$ cat src/sv/lphash_pkg.sv
// ----------------------------------------------------------------------------
// lphash_pkg
// Shared types and codes for the linear probing hash table.
// ----------------------------------------------------------------------------
package lphash_pkg;

  localparam int MIN_LOG2 = 3;
  localparam int MAX_LOG2 = 6;
  localparam int COUNT_W  = 7;

  localparam logic [2:0] CFG_RESET = 3'd6;

  localparam logic [1:0] CMD_CLEAR  = 2'd0;
  localparam logic [1:0] CMD_INSERT = 2'd1;
  localparam logic [1:0] CMD_LOOKUP = 2'd2;

  localparam logic [2:0] ST_NEW     = 3'd0;
  localparam logic [2:0] ST_UPDATED = 3'd1;
  localparam logic [2:0] ST_FOUND   = 3'd2;
  localparam logic [2:0] ST_MISS    = 3'd3;
  localparam logic [2:0] ST_FULL    = 3'd4;

  typedef struct packed {
    logic [1:0]  cmd;
    logic [63:0] key;
    logic [63:0] key_hash;
    logic [63:0] value;
  } req_t;

  typedef struct packed {
    logic [2:0]         status;
    logic [63:0]        found_value;
    logic [COUNT_W-1:0] entry_count_out;
  } rsp_t;

  typedef struct packed {
    logic load;
    logic advance;
    logic commit;
  } ctl_t;

  typedef struct packed {
    logic resolved;
  } stat_t;

endpackage

$ cat src/sv/lphash_ctrl.sv
// ----------------------------------------------------------------------------
// lphash_ctrl
// Sequencer: accepts a transaction, steps the probe loop, hands the result
// to the output register.
// ----------------------------------------------------------------------------
module lphash_ctrl
  import lphash_pkg::*;
(
  input  logic  clk,
  input  logic  rst,
  input  logic  req_valid,
  output logic  req_ready,
  output logic  rsp_valid,
  input  logic  rsp_ready,
  input  stat_t stat,
  output ctl_t  ctl
);

  typedef enum logic [2:0] {
    S_IDLE  = 3'b001,
    S_FETCH = 3'b010,
    S_CHECK = 3'b100
  } state_t;

  state_t state, state_next;
  logic   rsp_valid_next;

  always_comb begin
    ctl            = '0;
    state_next     = state;
    rsp_valid_next = rsp_valid && !rsp_ready;
    req_ready      = (state == S_IDLE);
    case (state)
      S_IDLE: begin
        if (req_valid) begin
          ctl.load   = 1'b1;
          state_next = S_FETCH;
        end
      end
      S_FETCH: begin
        state_next = S_CHECK;
      end
      S_CHECK: begin
        if (!stat.resolved) begin
          ctl.advance = 1'b1;
          state_next  = S_FETCH;
        end else if (!rsp_valid || rsp_ready) begin
          ctl.commit     = 1'b1;
          rsp_valid_next = 1'b1;
          state_next     = S_IDLE;
        end
      end
      default: begin
        state_next = S_IDLE;
      end
    endcase
  end

  always_ff @(posedge clk) begin
    if (rst) begin
      state     <= S_IDLE;
      rsp_valid <= 1'b0;
    end else begin
      state     <= state_next;
      rsp_valid <= rsp_valid_next;
    end
  end

endmodule

$ cat config.mk
export PLATFORM = sky130hd
export DESIGN_NAME = lphash_ctrl
export DESIGN_NICKNAME = d
export VERILOG_FILES = /design/src/sv/lphash_pkg.sv /design/src/sv/lphash_ctrl.sv
export SDC_FILE = /design/constraint.sdc
export NUM_CORES = 1
export LEC_CHECK = 0
export ABC_AREA = 1
export ABC_CLOCK_PERIOD_IN_PS = 2600
export BUFFER_PORTS_ARGS = -buffer_cell sky130_fd_sc_hd__clkbuf_2
export CAP_MARGIN = 20
export CORE_AREA = 2 2 39 41
export CTS_CLUSTER_SIZE = 16
export DETAILED_ROUTE_END_ITERATION = 10
export DIE_AREA = 0 0 41 43
export PLACE_DENSITY = 0.36
export SLEW_MARGIN = 20
export SYNTH_ARGS = -nofsm -noshare
export SYNTH_HDL_FRONTEND = slang
export SYNTH_SLANG_ARGS = --single-unit
$ cat constraint.sdc
create_clock -name clk -period 2.6 [get_ports clk]
set_input_delay 0.13 -clock clk [delete_from_list [all_inputs] [get_ports clk]]
set_output_delay 0.13 -clock clk [all_outputs]
set_load 0.1 [all_outputs]
# Yosys cells after proc, flatten, opt, wreduce, memory -nomap -nowiden
# Cells that the tools add are included.
# op_classes
mux	13
eq_ne	5
reduce_logical	5
# op_table
operator	count
$mux W3	3
$pmux W3 S3	1
$mux W1	8
$eq A3 B1 Y1 const B	1
$eq A3 B2 Y1 const B	1
$eq A3 B3 Y1 const B	1
$ne A3 B3 Y1 const B	1
$logic_not A1 Y1	2
$mux W2	1
$ne A2 B2 Y1 const B	1
$reduce_and A2 Y1	1
$logic_and A1 B1 Y1	1
$logic_or A1 B1 Y1	1
# totals
register_bits	4
word_cells	25
input_bits	5
out_inout_bits	5

# Logic depth before layout (Yosys ltp)
# depth
word_depth	5
depth_mapped	6
mapped_depth_nobuf	6

# Worst setup path after synthesis
# No wires, ideal clock.
# synth_path
path_kind	register to output
startpoint	reg rsp_valid
endpoint	out ctl[0] (netlist bit)
stages_incl_launch_ff	4
setup_slack_ns	0.369
required_time_ns	2.470
path_buffers	0
arrival_time_ns	2.101
cell_sequence	dfxtp_1 inv_1 nor2_1 nor2_1
# synth_rtl
item	line_no	source
start, declared	lphash_ctrl.sv:13	output logic rsp_valid,
start signal, assigned	lphash_ctrl.sv:65	rsp_valid <= rsp_valid_next;
end, declared	lphash_ctrl.sv:16	output ctl_t ctl

==> qor.log <==
[clock_tree] CTS H-tree depth 1
[drt] Detailed Routing Iterations Pass 1 3
[yosys] part of the Yosys area used for sequential elements 39.3%
[yosys] async set or reset register ratio after synthesis 0%
[finish] synthesis-to-layout area growth 42.9%
[drt] post-route ant nets 0
[setup_path] Crit Path Max Fanout 4
[yosys] Mapped Avg Cell Area 6.58 um2
[yosys] count of state elements after synthesis 4
[power] share of total power consumed by net switching 47.2%
[floorplan] Vert. Die Dim 43 um
[grt] wire length of the first global-routing pass 738 um
[sta] max_slew headroom 64.2%
[yosys] number of distinct library cells after synthesis 11
[setup_path] standard cell with the maximum stage delay on the critical path sky130_fd_sc_hd__clkbuf_2
[grt] overflow left after global routing 0
[yosys] library cell with the largest summed area after synthesis sky130_fd_sc_hd__dfxtp_1
[power] total chip power 0.279 mW
[clock_tree] number of gates resized after CTS 0
[drt] initial drt markers 1
[yosys] most common cell in the synthesized netlist sky130_fd_sc_hd__nor2_1
[yosys] biggest area contributors in the synthesized netlist sky130_fd_sc_hd__dfxtp_1, sky130_fd_sc_hd__nand3_1, sky130_fd_sc_hd__nor2_1, sky130_fd_sc_hd__inv_1, sky130_fd_sc_hd__nand2_1
[drt] total detailed-routing wirelength 467 um
[place] HPWL after detailed placement 373 um
[grt] number of antenna violations at the first check in global routing 0
[clock_tree] Max clock buf depth 2
[clock_tree] CTS Sinks 4
[sta] count of endpoints failing setup in the final report 0
[clock_tree] CTS tree done
[worst_hold_path] kind of path behind the tightest hold check in -> reg
[floorplan] Boundary Pins 10
[floorplan] core region area 1380 um2
[place] RD Place Congestion 0.671
[drt] number of remaining DRC errors 0
[grt] via count of the first global-routing pass 194
[grt] global routing usage summed across all routing layers 7.03%
[drt] metal3 WL 31 um
[setup_path] CP arrival 1.45 ns
[sta] Max Clock Skew 0.000868 ns
[place] Port Buffers 9
[clock_tree] TritonCTS Buffers 3
[drt] met1 wire length 233 um
[status] run status completed
[yosys] number of enable flip-flop cells after synthesis 0
[sta] fraction of the cycle the final worst path needs 60.6%
[floorplan] count of standard-cell rows 14
[setup_path] critical path required time 2.47 ns
[setup_path] number of buffers and inverters on the critical path 1
[power] clock share of power 27.2%
[drt] DR vias/cell 3.73
[clock_tree] number of setup buffers added after CTS 0
[power] pwr dens 958 nW/um2
[setup_path] category of the worst setup path capture point output port
[setup_path] delay of the slowest cell on the worst path 0.46 ns
[power] NetSw 0.132 mW
[power] maximum resistive drop on vdd 163 uV
[sta] pins over their slew limit 0
[floorplan] die footprint 1760 um2
[drt] top sig layer met4
[sta] worst-margin pin slew 0.539 ns
[clock_tree] number of buffers inserted for hold repair after clock tree synthesis 0
[clock_tree] clock tree root buffer cell sky130_fd_sc_hd__clkbuf_4
[grt] largest net degree at the start of global routing 6
[floorplan] starting utilization of the core area 14.7%
[sta] f_max 0.634 GHz
[yosys] net count after synthesis 36
[sta] min Tclk post-route 1.58 ns
[drt] met2 wire length 183 um
[sta] count of endpoints failing hold in the final timing report 0
[drt] Avg WL per Cell 7.92 um
[sta] setup repair after global routing missed its margin no
[yosys] number of cells produced by synthesis 31
[finish] number of nets in the layout 50
[setup_path] cell type group with the largest total delay on the critical path buffers and inverters
[power] logic gate share of total power 45.3%
[yosys] Synth top cells by count sky130_fd_sc_hd__nor2_1, sky130_fd_sc_hd__inv_1, sky130_fd_sc_hd__nand3_1
[job] max_cap viols 0
[power] cell-internal power 0.147 mW
[place] area of placed instances 269 um2
[yosys] total standard cell area after synthesis 204 um2
[finish] Layout fillers 164
[floorplan] Die X 41 um
[setup_path] CP most frequent cell sky130_fd_sc_hd__nor2_1
[yosys] count of synthesis-stage warnings from yosys 0
[clock_tree] Skew-Pair Late Insertion Delay 0.23 ns
[sta] worst slack on hold paths 0.115 ns
[clock_tree] Clk pin slew, worst setup/hold paths 0.04 ns
[finish] share of post-route cells with drive strength above 1 32.6%
[finish] fin area 292 um2
[drt] routed vias 220
[finish] antenna cell count 0
[setup_path] sort of element at the start of the critical path register
[power] Flop pwr share 27.5%
[yosys] area share of the largest cell type after synthesis 39.3%
[yosys] most instantiated flip-flop cell in the synthesis netlist sky130_fd_sc_hd__dfxtp_1
[setup_path] worst-path cell chain nor2_1, nand3_1, nor2_1, clkbuf_2
[finish] Layout Utilization 21.1%
[power] Leakage 0.150 nW
[sta] final setup TNS 0 ns
[setup_path] critical setup path kind reg -> out
metrics by stage:
stage | worst slack [ns] | instances
3_3_place_gp | 1.29 | 56
2_1_floorplan | 0.369 | 31
4_1_cts | 1.01 | 59
5_1_grt | 0.907 | 59
6_report | 1.02 | 59
3_5_place_dp | 1.26 | 56
registers in the layout, indices dropped and copies added (netlist names):
| register | cells |
|---|---|
| state | 3 |
| rsp_valid | 1 |
placed cells by master (no fill, tap or decap):
cell type / instances
sky130_fd_sc_hd__nor2_1: 6
sky130_fd_sc_hd__inv_1: 5
sky130_fd_sc_hd__clkbuf_2: 9
sky130_fd_sc_hd__dfxtp_1: 4
sky130_fd_sc_hd__a21oi_1: 2
sky130_fd_sc_hd__inv_2: 1
sky130_fd_sc_hd__nand2_1: 4
sky130_fd_sc_hd__o21ai_1: 1
sky130_fd_sc_hd__nand3_1: 5
sky130_fd_sc_hd__nand4_1: 1
sky130_fd_sc_hd__nor3_2: 1
sky130_fd_sc_hd__nand3b_1: 1
sky130_fd_sc_hd__clkbuf_4: 3
power groups by stage:
| stage | Combinational (mW) | Sequential, mW | Clock (mW) |
|---|---|---|---|
| after floorplan | 0.107 | 0.0771 | 0 |
| after global placement | 0.129 | 0.0780 | 0 |
| after detailed placement | 0.127 | 0.0778 | 0 |
| after CTS | 0.127 | 0.0768 | 0.0819 |
| after global routing | 0.136 | 0.0780 | 0.0856 |
| final | 0.127 | 0.0768 | 0.0759 |
cell families (layout without fill, tap and decap cells):
kind of cell | count (synthesis) | count (layout) | synth area share, %
buffers and inverters | 6 | 18 | 11.0
AOI/OAI and AO/OA | 3 | 3 | 7.36
and+or+nand+nor | 18 | 18 | 42.3
DFF | 4 | 4 | 39.3
layout make-up:
class,instances,area (um2),area share [%]
Sequential cell,4,80.1,27.5
Timing Repair Buffer,9,45.0,15.5
Tap cell,16,20.0,6.87
Inverter,6,22.5,7.73
Clock buffer,3,22.5,7.73
Multi-Input combinational cell,21,101,34.8
routing by layer:
layer	vias up	GRT usage (%)
met4	0	10.0
met5	-	0
met3	2	3.14
met1	85	7.40
met2	8	8.13
li1	125	-
final timing paths:
path | cells past startpoint | startpoint | slack [ns] | end
setup / recovery | 4 | state[1] | 1.02 | ctl[0]
hold / removal | 2 | rst | 0.11 | state[1]
setup reg to reg | 6 | state[1] | 1.61 | state[0]
hold reg to reg | 4 | rsp_valid | 0.55 | rsp_valid
No activity file was read; power rests on OpenSTA's default activity.
